--- src/rtl/cca_pkg.sv ---
`timescale 1ns / 1ps
// ----------------------------------------------------------------------------
// cca_pkg
// shared types, codes and tables of the clock, calendar and alarm block
// ----------------------------------------------------------------------------
package cca_pkg;

	localparam int HOUR_W   = 5;
	localparam int MINUTE_W = 6;
	localparam int SECOND_W = 6;
	localparam int TENTH_W  = 4;
	localparam int MONTH_W  = 4;
	localparam int DAY_W    = 5;
	localparam int YEAR_W   = 14;
	localparam int ACTION_W = 3;
	localparam int STATUS_W = 4;

	// packed word layout: hour, minute, second, tenth, month, day, year
	localparam int FIELDS_W = HOUR_W + MINUTE_W + SECOND_W + TENTH_W + MONTH_W + DAY_W + YEAR_W;
	localparam int DATA_W   = ((FIELDS_W + 7) / 8) * 8;
	localparam int PAD_W    = DATA_W - FIELDS_W;

	// tenths added by one tick
	localparam int TICK_TENTHS = 1;

	localparam logic [YEAR_W-1:0] YEAR_MIN   = YEAR_W'(1900);
	localparam logic [YEAR_W-1:0] YEAR_MAX   = YEAR_W'(9999);
	localparam logic [YEAR_W-1:0] YEAR_RESET = YEAR_W'(1900);

	typedef enum logic [ACTION_W-1:0] {
		ACT_TICK        = 3'd0,
		ACT_SET_TIME    = 3'd1,
		ACT_SET_DATE    = 3'd2,
		ACT_SET_ALARM   = 3'd3,
		ACT_CLEAR_ALARM = 3'd4,
		ACT_READ_TIME   = 3'd5,
		ACT_READ_DATE   = 3'd6,
		ACT_NONE        = 3'd7
	} action_t;

	typedef enum logic [STATUS_W-1:0] {
		ST_TIME        = 4'd0,
		ST_DATE        = 4'd1,
		ST_BAD_HOUR    = 4'd2,
		ST_BAD_MINUTE  = 4'd3,
		ST_BAD_SECOND  = 4'd4,
		ST_BAD_TENTH   = 4'd5,
		ST_BAD_MONTH   = 4'd6,
		ST_BAD_DAY     = 4'd7,
		ST_BAD_YEAR    = 4'd8,
		ST_ALARM_CLEAR = 4'd9,
		ST_ALARM_EXPIR = 4'd10
	} status_t;

	typedef struct packed {
		logic [HOUR_W-1:0]   hour;
		logic [MINUTE_W-1:0] minute;
		logic [SECOND_W-1:0] second;
		logic [TENTH_W-1:0]  tenth;
	} hms_t;

	typedef struct packed {
		logic [YEAR_W-1:0]  year;
		logic [MONTH_W-1:0] month;
		logic [DAY_W-1:0]   day;
	} date_t;

	// days per month, non-leap; codes outside 1..12 read as january
	function automatic logic [DAY_W-1:0] month_len(input logic [MONTH_W-1:0] m);
		logic [DAY_W-1:0] len;
		case (m)
			4'd2:    len = DAY_W'(28);
			4'd4:    len = DAY_W'(30);
			4'd6:    len = DAY_W'(30);
			4'd9:    len = DAY_W'(30);
			4'd11:   len = DAY_W'(30);
			default: len = DAY_W'(31);
		endcase
		return len;
	endfunction

endpackage

--- src/rtl/cca_hms_adv.sv ---
`timescale 1ns / 1ps
// ----------------------------------------------------------------------------
// cca_hms_adv
// adds a fixed number of tenths to a normalized time value, gives day carry
// ----------------------------------------------------------------------------
module cca_hms_adv
	import cca_pkg::*;
(
	input  hms_t cur,
	output hms_t nxt,
	output logic day_carry
);

	logic [TENTH_W:0] tenth_sum;
	logic             c_tenth;
	logic             c_second;
	logic             c_minute;

	always_comb begin
		tenth_sum = {1'b0, cur.tenth} + (TENTH_W + 1)'(TICK_TENTHS);
		c_tenth   = (tenth_sum >= (TENTH_W + 1)'(10));
		nxt.tenth = c_tenth ? TENTH_W'(tenth_sum - (TENTH_W + 1)'(10)) : tenth_sum[TENTH_W-1:0];

		c_second = c_tenth && (cur.second == SECOND_W'(59));
		if (c_second) begin
			nxt.second = '0;
		end else begin
			nxt.second = cur.second + SECOND_W'(c_tenth);
		end

		c_minute = c_second && (cur.minute == MINUTE_W'(59));
		if (c_minute) begin
			nxt.minute = '0;
		end else begin
			nxt.minute = cur.minute + MINUTE_W'(c_second);
		end

		day_carry = c_minute && (cur.hour == HOUR_W'(23));
		if (day_carry) begin
			nxt.hour = '0;
		end else begin
			nxt.hour = cur.hour + HOUR_W'(c_minute);
		end
	end

endmodule

--- src/rtl/cca_date_next.sv ---
`timescale 1ns / 1ps
// ----------------------------------------------------------------------------
// cca_date_next
// following calendar day, with the leap rule and the year wrap
// ----------------------------------------------------------------------------
module cca_date_next
	import cca_pkg::*;
(
	input  date_t cur,
	output date_t nxt
);

	localparam int RECIP   = 5243; // ceil(2^19 / 100), exact for 14-bit years
	localparam int RECIP_W = 13;
	localparam int PROD_W  = YEAR_W + RECIP_W;
	localparam int CENT_W  = 8;

	logic [PROD_W-1:0] prod;
	logic [CENT_W-1:0] century;
	logic [YEAR_W-1:0] century_x100;
	logic              div100;
	logic              leap;
	logic [DAY_W-1:0]  len;

	always_comb begin
		// year / 100 by reciprocal multiply
		prod         = PROD_W'(cur.year) * PROD_W'(RECIP);
		century      = prod[PROD_W-1:19];
		century_x100 = YEAR_W'(century) * YEAR_W'(100);
		div100       = (century_x100 == cur.year);
		// by 4 and not 100, or by 400 and not 3200
		leap = ((cur.year[1:0] == 2'd0) && !div100) ||
			(div100 && (century[1:0] == 2'd0) && (century[4:0] != 5'd0));

		len = month_len(cur.month);
		if ((cur.month == MONTH_W'(2)) && leap) begin
			len = len + DAY_W'(1);
		end

		nxt = cur;
		if (cur.day >= len) begin
			nxt.day = DAY_W'(1);
			if (cur.month >= MONTH_W'(12)) begin
				nxt.month = MONTH_W'(1);
				nxt.year  = (cur.year >= YEAR_MAX) ? '0 : cur.year + YEAR_W'(1);
			end else begin
				nxt.month = cur.month + MONTH_W'(1);
			end
		end else begin
			nxt.day = cur.day + DAY_W'(1);
		end
	end

endmodule

--- src/rtl/clock_calendar_alarm.sv ---
`timescale 1ns / 1ps
// ----------------------------------------------------------------------------
// clock_calendar_alarm
// real-time clock and calendar with a relative alarm timer
// ----------------------------------------------------------------------------
// Each input word is one command (tick, set time, set date, set alarm, clear
// alarm, read time, read date), selected by s_axis_tuser. A tick advances the
// time of day by a fixed number of tenths and rolls the date at midnight,
// using the leap rule with the 3200-year exception and a year that wraps
// from 9999 to 0. While the alarm setting is nonzero an elapsed counter runs
// with the ticks; when it equals the setting an expiry word (status 10,
// carrying the setting) is sent and both clear. Set commands check their
// fields in order and report the first bad one; set date checks the day
// against the non-leap table. Ticks without expiry and unused action 7 give
// no output word. Throughput is one word per cycle while the output is not
// stalled: the clock, calendar and alarm registers are all updated as a
// command moves from the input register to the output register, which
// holds its result, and every command sees the state left by the one
// before it. Reset gives 00:00:00.0 on 1 January 1900 with the alarm off.
// ----------------------------------------------------------------------------
module clock_calendar_alarm
	import cca_pkg::*;
(
	input  logic                clk,
	input  logic                arst_n,

	input  logic                s_axis_tvalid,
	output logic                s_axis_tready,
	// hour, minute, second, tenth, month, day, year, zero pad
	input  logic [DATA_W-1:0]   s_axis_tdata,
	// action
	input  logic [ACTION_W-1:0] s_axis_tuser,

	output logic                m_axis_tvalid,
	input  logic                m_axis_tready,
	// out_hour, out_minute, out_second, out_tenth, out_month, out_day,
	// out_year, zero pad
	output logic [DATA_W-1:0]   m_axis_tdata,
	// status
	output logic [STATUS_W-1:0] m_axis_tuser
);

	// input register
	logic                valid_s1;
	action_t             action_s1;
	hms_t                time_s1;
	date_t               date_s1;
	logic                adv;

	// clock, calendar and alarm state
	hms_t                tod_q;
	date_t               cal_q;
	hms_t                alarm_q;
	hms_t                elapsed_q;

	hms_t                tod_n;
	date_t               cal_n;
	hms_t                alarm_n;
	hms_t                elapsed_n;

	// datapath helpers
	hms_t                tod_adv;
	logic                tod_carry;
	hms_t                el_adv;
	logic                el_carry_unused;
	date_t               cal_adv;
	logic                alarm_on;

	// result of the command in the input register
	logic                res_valid;
	status_t             res_status;
	hms_t                res_time;
	date_t               res_date;

	// output register
	logic                out_valid_q;
	logic [STATUS_W-1:0] out_status_q;
	hms_t                out_time_q;
	date_t               out_date_q;

	// input stage moves when the output register is free or being drained
	assign adv           = valid_s1 && (!out_valid_q || m_axis_tready);
	assign s_axis_tready = !valid_s1 || adv;

	always_ff @(posedge clk or negedge arst_n) begin
		if (!arst_n) begin
			valid_s1 <= 1'b0;
		end else if (s_axis_tready) begin
			valid_s1 <= s_axis_tvalid;
		end
	end

	always_ff @(posedge clk) begin
		if (s_axis_tready && s_axis_tvalid) begin
			action_s1 <= action_t'(s_axis_tuser);
			time_s1   <= '{hour:   s_axis_tdata[4:0],
				minute: s_axis_tdata[10:5],
				second: s_axis_tdata[16:11],
				tenth:  s_axis_tdata[20:17]};
			date_s1   <= '{month: s_axis_tdata[24:21],
				day:   s_axis_tdata[29:25],
				year:  s_axis_tdata[43:30]};
		end
	end

	cca_hms_adv u_tod_adv (
		.cur       (tod_q),
		.nxt       (tod_adv),
		.day_carry (tod_carry)
	);

	// elapsed counter only ever compared, its day carry goes nowhere
	cca_hms_adv u_elapsed_adv (
		.cur       (elapsed_q),
		.nxt       (el_adv),
		.day_carry (el_carry_unused)
	);

	cca_date_next u_date_next (
		.cur (cal_q),
		.nxt (cal_adv)
	);

	assign alarm_on = (alarm_q != '0);

	// command decode, checks and next state
	always_comb begin
		tod_n      = tod_q;
		cal_n      = cal_q;
		alarm_n    = alarm_q;
		elapsed_n  = elapsed_q;
		res_valid  = 1'b0;
		res_status = ST_TIME;
		res_time   = '0;
		res_date   = '0;

		case (action_s1)
			ACT_TICK: begin
				tod_n = tod_adv;
				if (tod_carry) begin
					cal_n = cal_adv;
				end
				if (alarm_on) begin
					elapsed_n = el_adv;
					if (el_adv == alarm_q) begin
						res_valid  = 1'b1;
						res_status = ST_ALARM_EXPIR;
						res_time   = alarm_q;
						alarm_n    = '0;
						elapsed_n  = '0;
					end
				end
			end
			ACT_SET_TIME, ACT_SET_ALARM: begin
				res_valid = 1'b1;
				if (time_s1.hour > HOUR_W'(23)) begin
					res_status = ST_BAD_HOUR;
				end else if (time_s1.minute > MINUTE_W'(59)) begin
					res_status = ST_BAD_MINUTE;
				end else if (time_s1.second > SECOND_W'(59)) begin
					res_status = ST_BAD_SECOND;
				end else if (time_s1.tenth > TENTH_W'(9)) begin
					res_status = ST_BAD_TENTH;
				end else begin
					res_status = ST_TIME;
					res_time   = time_s1;
					if (action_s1 == ACT_SET_TIME) begin
						tod_n = time_s1;
					end else begin
						// elapsed counter is left running
						alarm_n = time_s1;
					end
				end
			end
			ACT_SET_DATE: begin
				res_valid = 1'b1;
				if ((date_s1.month < MONTH_W'(1)) || (date_s1.month > MONTH_W'(12))) begin
					res_status = ST_BAD_MONTH;
				end else if ((date_s1.day < DAY_W'(1)) ||
					(date_s1.day > month_len(date_s1.month))) begin
					res_status = ST_BAD_DAY;
				end else if ((date_s1.year < YEAR_MIN) || (date_s1.year > YEAR_MAX)) begin
					res_status = ST_BAD_YEAR;
				end else begin
					res_status = ST_DATE;
					res_date   = date_s1;
					cal_n      = date_s1;
				end
			end
			ACT_CLEAR_ALARM: begin
				res_valid  = 1'b1;
				res_status = ST_ALARM_CLEAR;
				alarm_n    = '0;
			end
			ACT_READ_TIME: begin
				res_valid  = 1'b1;
				res_status = ST_TIME;
				res_time   = tod_q;
			end
			ACT_READ_DATE: begin
				res_valid  = 1'b1;
				res_status = ST_DATE;
				res_date   = cal_q;
			end
			default: begin
				// unused action: no word, no state change
				res_valid = 1'b0;
			end
		endcase
	end

	// state registers change only when a command leaves the input register
	always_ff @(posedge clk or negedge arst_n) begin
		if (!arst_n) begin
			tod_q     <= '0;
			cal_q     <= '{year: YEAR_RESET, month: MONTH_W'(1), day: DAY_W'(1)};
			alarm_q   <= '0;
			elapsed_q <= '0;
		end else if (adv) begin
			tod_q     <= tod_n;
			cal_q     <= cal_n;
			alarm_q   <= alarm_n;
			elapsed_q <= elapsed_n;
		end
	end

	// output register
	always_ff @(posedge clk or negedge arst_n) begin
		if (!arst_n) begin
			out_valid_q <= 1'b0;
		end else if (adv && res_valid) begin
			out_valid_q <= 1'b1;
		end else if (m_axis_tready) begin
			out_valid_q <= 1'b0;
		end
	end

	always_ff @(posedge clk) begin
		if (adv && res_valid) begin
			out_status_q <= res_status;
			out_time_q   <= res_time;
			out_date_q   <= res_date;
		end
	end

	assign m_axis_tvalid = out_valid_q;
	assign m_axis_tuser  = out_status_q;
	assign m_axis_tdata  = {{PAD_W{1'b0}}, out_date_q.year, out_date_q.day, out_date_q.month,
		out_time_q.tenth, out_time_q.second, out_time_q.minute, out_time_q.hour};

endmodule

--- config.mk ---
export PLATFORM = sky130hd
export DESIGN_NAME = clock_calendar_alarm
export DESIGN_NICKNAME = d
export VERILOG_FILES = /design/src/rtl/cca_pkg.sv /design/src/rtl/cca_hms_adv.sv /design/src/rtl/cca_date_next.sv /design/src/rtl/clock_calendar_alarm.sv
export SDC_FILE = /design/constraint.sdc
export NUM_CORES = 1
export LEC_CHECK = 0
export ABC_CLOCK_PERIOD_IN_PS = 30500
export BUFFER_PORTS_ARGS = -buffer_cell sky130_fd_sc_hd__buf_2
export CORE_MARGIN = 1
export CORE_UTILIZATION = 45
export CTS_BUF_LIST = sky130_fd_sc_hd__clkbuf_4 sky130_fd_sc_hd__clkbuf_8
export DETAILED_ROUTE_END_ITERATION = 8
export PLACE_DENSITY = 0.64
export SLEW_MARGIN = 20
export SYNTH_ARGS = -nofsm -noshare
export SYNTH_HDL_FRONTEND = slang
export SYNTH_SLANG_ARGS = --single-unit
--- constraint.sdc ---
create_clock -name clk -period 30.5 [get_ports clk]
set_input_delay 4.575 -clock clk [delete_from_list [all_inputs] [get_ports clk]]
set_output_delay 4.575 -clock clk [all_outputs]
set_load 0.02 [all_outputs]
==> results of run 1 <==
-- critical path: cells and delay by family, from the launching register on --
kind                       cells  cell delay, ns
DFF                            1            0.83
AOI/OAI and AO/OA             15            3.10
adders and majority gates     11            4.38
buffers and inverters          6            0.30
and+or+nand+nor                9            1.98
xor gates and xnor gates       2            0.42
-- worst min-delay path by stage --
stage                 startpoint           end  slack [ns]
floorplan           elapsed_q[4]  elapsed_q[4]        0.48
global placement        cal_q[0]      cal_q[0]        0.49
detailed placement      cal_q[0]      cal_q[0]        0.50
CTS                     cal_q[0]      cal_q[0]        0.52
global route         alarm_q[19]   alarm_q[19]        0.56
finish                  cal_q[0]      cal_q[0]        0.52
-- logic make-up (layout without fill, tap and decap cells) --
family	after synthesis	count (layout)
AO/OA/AOI/OAI	346	346
XOR/XNOR	47	47
adder cells (fa/ha/maj)	234	234
buffers and inverters	217	310
flip-flops	183	183
multiplexers	6	6
other	1	7
AND/OR/NAND/NOR	357	357
-- flip-flops by register name (all words and copies together), names as in the netlist, 3 cells and up --
register / flops
alarm_q: 21
action_s1: 3
m_axis_tdata: 44
m_axis_tuser: 4
date_s1: 23
time_s1: 21
elapsed_q: 21
cal_q: 23
tod_q: 21
-- power by group through the flow --
| stage | Clock [mW] | Sequential (mW) | Combinational [mW] |
|---|---|---|---|
| after floorplan | 0 | 0.352 | 0.415 |
| after global placement | 0 | 0.362 | 0.532 |
| after detailed placement | 0 | 0.363 | 0.546 |
| after CTS | 0.195 | 0.358 | 0.552 |
| after global routing | 0.204 | 0.365 | 0.642 |
| final | 0.190 | 0.359 | 0.548 |
-- area by class of cell --
cell class	instances	area [um2]	share of cell area [%]
Timing Repair Buffer	114	608.1	3.975
Sequential cell	183	5066	33.12
Inverter	164	618.1	4.041
Multi-Input combinational cell	997	8049	52.62
Clock inverter	14	212.7	1.390
Clock buffer	18	247.7	1.619
Tap cell	396	495.5	3.239
-- metrics by stage --
step / power [mW] / worst slack [ns]
detailed placement: 0.9090 / 19.45
floorplan: 0.7668 / 20.91
global placement: 0.8934 / 19.58
CTS: 1.105 / 19.36
finish: 1.097 / 19.36
global route: 1.210 / 18.45
-- layer usage --
| layer | GRT usage (%) | vias up | share of wire [%] | routed length, um |
|---|---|---|---|---|
| met5 | 0 | - | 0 | 0 |
| li1 | - | 5158 | - | - |
| met1 | 33.49 | 5204 | 49 | 16380 |
| met4 | 5.805 | 0 | 1.4 | 481 |
| met3 | 2.913 | 29 | 4.9 | 1632 |
| met2 | 34.34 | 306 | 45 | 15060 |
-- synth_stat cells, types with 4 or more instances --
cell and n:
or3_1 6, a22oi_1 40, o21ai_0 115, dfstp_2 9, nand2_1 70, or4_1 4
a32o_1 15, ha_1 168, nor3b_1 8, nor2b_1 8, nor4_1 13, o31ai_1 11
clkbuf_1 43, nor2_1 102, xor2_1 15, a21oi_1 55, dfrtp_1 79, mux2i_1 5
fa_1 66, o21a_1 6, and2_1 6, a32oi_1 16, nor3_1 33, nand4b_1 5
nand2b_1 14, inv_1 163, a211oi_1 9, a21boi_0 5, a21o_1 10, nand4_1 5
and3_1 18, a22o_1 17, buf_4 4, xnor2_1 31, edfxtp_1 95, o221ai_1 4
buf_2 5, o22ai_1 5, nand3_1 47
==> results.toml, run 1 <==
[power_and_ir_drop]
p_comb_share_pct = 49.9
switching_power_uw = 467.5
power_frac_seq_pct = 32.7
p_sw_share_pct = 42.64
p_leak_nw = 7.048
clockPowerShare_pct = 17.3
ir_worst_vdd_mv = 0.04153
powerDensity_nw_per_um2 = 71.68
p_int_uw = 629.0

[timing]
hold_slack_ns = 0.5217
final.setup.tns_ns = 0
slew_viol_final = 0
slew_headroom_pct = 32.91
finalHoldViolCount = 0
clock-skew-final_ns = 0.01870
setup_viol = 0
period_share_pct = 36.52
worst_pin_slew_ns = 0.9986
min_period_ns = 11.14
max_freq_mhz = 89.78
rsz0062_at_grt = "no"

[floorplanning]
die_width_um = 177.8
rows = 64
start_util_pct = 45.59
io-pin-count = 109
die_h_um = 177.8
dieArea_um2 = 31620
coreArea_um2 = 30510

[grt]
overflow = 0
grt_pass1_wl_um = 55020
track_usage_pct = 22.50
grt_max_degree = 71
antenna_found_initial = 0
grt_pass1_vias = 10260

[clock_network]
clk_pin_slew_ns = 0.10
numCtsBuffers = 17
cts_max_level = 4
cts_max_path_buffers = 2
clk-insertion-delay-late_ns = 0.50
ctsRootBufferMaster = "clkbuf_8"
cts_setup_buffers = 0
cts.sinks = 183
cts_hold_buf = 0
post_cts_resize_count = 0
cts_tree = "done"

[yosys]
synth_compound_area_share_pct = 16.61
yosys.area.top_type = "edfxtp_1"
yosys.area.top_type_share_pct = 20.51
synthSimpleGateAreaFrac_pct = 12.80
synth_area_um2 = 13910
seq_area_frac_synth_pct = 36.42
yosys_warnings = 0
syn_area_per_cell_um2 = 10.00
yosys.area_share.adder_pct = 24.61
synth-async-reset-ratio_pct = 48.09
synth_xor_area_share_pct = 3.013
ys.flop_type = "edfxtp_1"
yosysUniqueCellTypes = 80
muxShareOfSynthArea_pct = 0.4408
synth_top_family_by_area = "adder cells"
synth.area.top_cells = "edfxtp_1 (21%), ha_1 (15%), dfrtp_1 (14%), fa_1 (9.5%), inv_1 (4.4%)"
synth_enable_flop_cells = 95
synth-seq-cells = 183
syn_inst = 1391

[critical_path]
r2r_slack_ns = 19.36
cp_data_arrival_time_ns = 11.55
rr_startpoint = "cal_q[20]"
reg2regPathDepth = 43
crit_path_top_delay_cell = "dfrtp_1"
crit_end = "cal_q[12]"
slowest_delay_ns = 0.83
startpoint_type = "flip-flop"
worstSetupPathType = "flip-flop to flip-flop"
critPathLaunch = "cal_q[20]"
endpoint_kind = "flip-flop"
cp_max_fo = 28
required_ns = 30.91
worstReg2RegEnd = "cal_q[12]"

[cells_and_area]
fin_util_pct = 50.14
layout_common_cells = "ha_1 (168), inv_1 (163), o21ai_0 (115)"
syn_to_final_growth_pct = 9.976
stdcell_area_um2 = 15300
drive_above_1_share_pct = 11.95
final_common_cell = "ha_1"
final_nets = 1766
finalNonFillerCells = 1886
fillers = 2748
diodes = 0

[drt]
num_vias = 10700
vias_per_cell = 5.672
drt-initial-drc-count = 803
wirelength_um = 33550
drc = 0
drt-pass1-iter-count = 5
ant_nets = 0
post_drt_wl_per_cell_um = 17.79

[min_path]
whs_path_depth = 2
min_path_type = "flip-flop to flip-flop"

[status]
status = "complete, no violations"

[run]
cap_violations = 0

[placement]
dp.cells = 1854
placed_cell_area_um2 = 14830
place_congestion = 0.8984
port_buffers = 100
dpl.hpwl_um = 25460
Power figures use the tool's default switching activity.
==> run 2: changes to the inputs <==
- ABC_CLOCK_PERIOD_IN_PS: 30500 -> 10300
- clock period: 30.5 -> 10.3 ns (I/O delays scaled with it)
==> results.toml, run 2 (synthesized netlist as in run 1, its figures left out) <==
[status]
status = "complete, no violations"

[cells_and_area]
diodes = 0
finalNonFillerCells = 1918
drive_above_1_share_pct = 15.90
final_nets = 1798
stdcell_area_um2 = 15760
final_common_cell = "ha_1"
multiInputGateArea_um2 = 8229
fin_util_pct = 51.64
layout_common_cells = "ha_1 (161), inv_1 (158), o21ai_0 (112)"
regArea_um2 = 5071
fillers = 2695
largest_reg_flops = 44
syn_to_final_growth_pct = 13.27

[grt]
overflow = 0
track_usage_pct = 22.59
antenna_found_initial = 0
grt_pass1_vias = 10280
grt_pass1_wl_um = 55320
grt_max_degree = 53

[timing]
slew_headroom_pct = 27.61
clock-skew-final_ns = 0.02185
period_share_pct = 96.17
setup_viol = 0
final.setup.tns_ns = 0
max_freq_mhz = 101.0
slew_viol_final = 0
worst_pin_slew_ns = 1.078
finalHoldViolCount = 0
min_period_ns = 9.905
finalWorstSetupSlack_ns = 0.3947
hold_slack_ns = 0.5266

[drt]
vias_per_cell = 5.710
wirelength_um = 34610
drc = 0
post_drt_wl_per_cell_um = 18.04
drt-initial-drc-count = 849
num_vias = 10950
ant_nets = 0
drt-pass1-iter-count = 5

[critical_path]
crit_path_top_delay_cell = "dfstp_2"
cp_data_arrival_time_ns = 10.30
worstSetupPathType = "flip-flop to flip-flop"
startpoint_type = "flip-flop"
required_ns = 10.70
endpoint_kind = "flip-flop"
slowest_delay_ns = 0.61
cp_max_fo = 7

[placement]
post-place-ws_ns = 0.1501
placed_cell_area_um2 = 14950
port_buffers = 100
dpl.hpwl_um = 25960
place_congestion = 0.8926
dp.cells = 1869

[floorplanning]
coreArea_um2 = 30510
rows = 64
io-pin-count = 109
die_width_um = 177.8
die_h_um = 177.8
start_util_pct = 45.59
dieArea_um2 = 31620

[power_and_ir_drop]
total_power_mw = 3.349
ir_worst_vdd_mv = 0.1349
powerDensity_nw_per_um2 = 212.5
p_leak_nw = 7.229

[min_path]
min_path_type = "flip-flop to flip-flop"

[clock_network]
numCtsBuffers = 17
cts_hold_buf = 0
ctsRootBufferMaster = "clkbuf_8"
cts_max_level = 4
clk_pin_slew_ns = 0.09
cts_tree = "done"
clk-insertion-delay-late_ns = 0.49
cts_max_path_buffers = 2
cts.sinks = 183

[run]
cap_violations = 0
[run 2: final timing paths]
check	slack (ns)	endpoint	cells after the start	start
max	0.39	cal_q[17]	45	cal_q[19]
min	0.53	cal_q[0]	2	cal_q[0]
max reg2reg	0.39	cal_q[17]	45	cal_q[19]
min reg2reg	0.53	cal_q[0]	2	cal_q[0]
max in group asynchronous	8.21	tod_q[20]	2	arst_n
min in group asynchronous	1.03	elapsed_q[20]	1	arst_n
[run 2: power breakdown]
group / internal (mW) / switching (mW)
sequential: 0.895 / 0.153
clock: 0.250 / 0.275
combinational: 0.766 / 1.01
total: 1.91 / 1.44
[run 2: per-layer routing]
metal  global-route usage, %  wire [um]
met5                       0          0
met4                   5.734        514
met3                   2.956       1740
met2                   33.85      15690
met1                   34.17      16660
[run 2: worst max-delay path: cells and delay by family, from the launching register on]
family / cells / cell delay (ns)
flops: 1 / 0.61
simple gates: 9 / 1.45
xor+xnor: 2 / 0.33
fa+ha+maj: 11 / 4.08
buf+inv: 8 / 0.82
compound gates: 15 / 2.51
[run 2: timing repair]
item,in CTS,in global routing
endpoints found under the setup margin,0,23
setup buffers,0,15
gates resized for setup,0,43
[run 2: area by class of cell]
cell class | instances | share of cell area (%)
inverters | 164 | 3.947
multi-input cells | 997 | 52.23
clock inverters | 13 | 1.096
clock buffers | 19 | 1.580
repair buffers | 146 | 5.813
flip-flops and latches | 183 | 32.19
well taps | 396 | 3.145
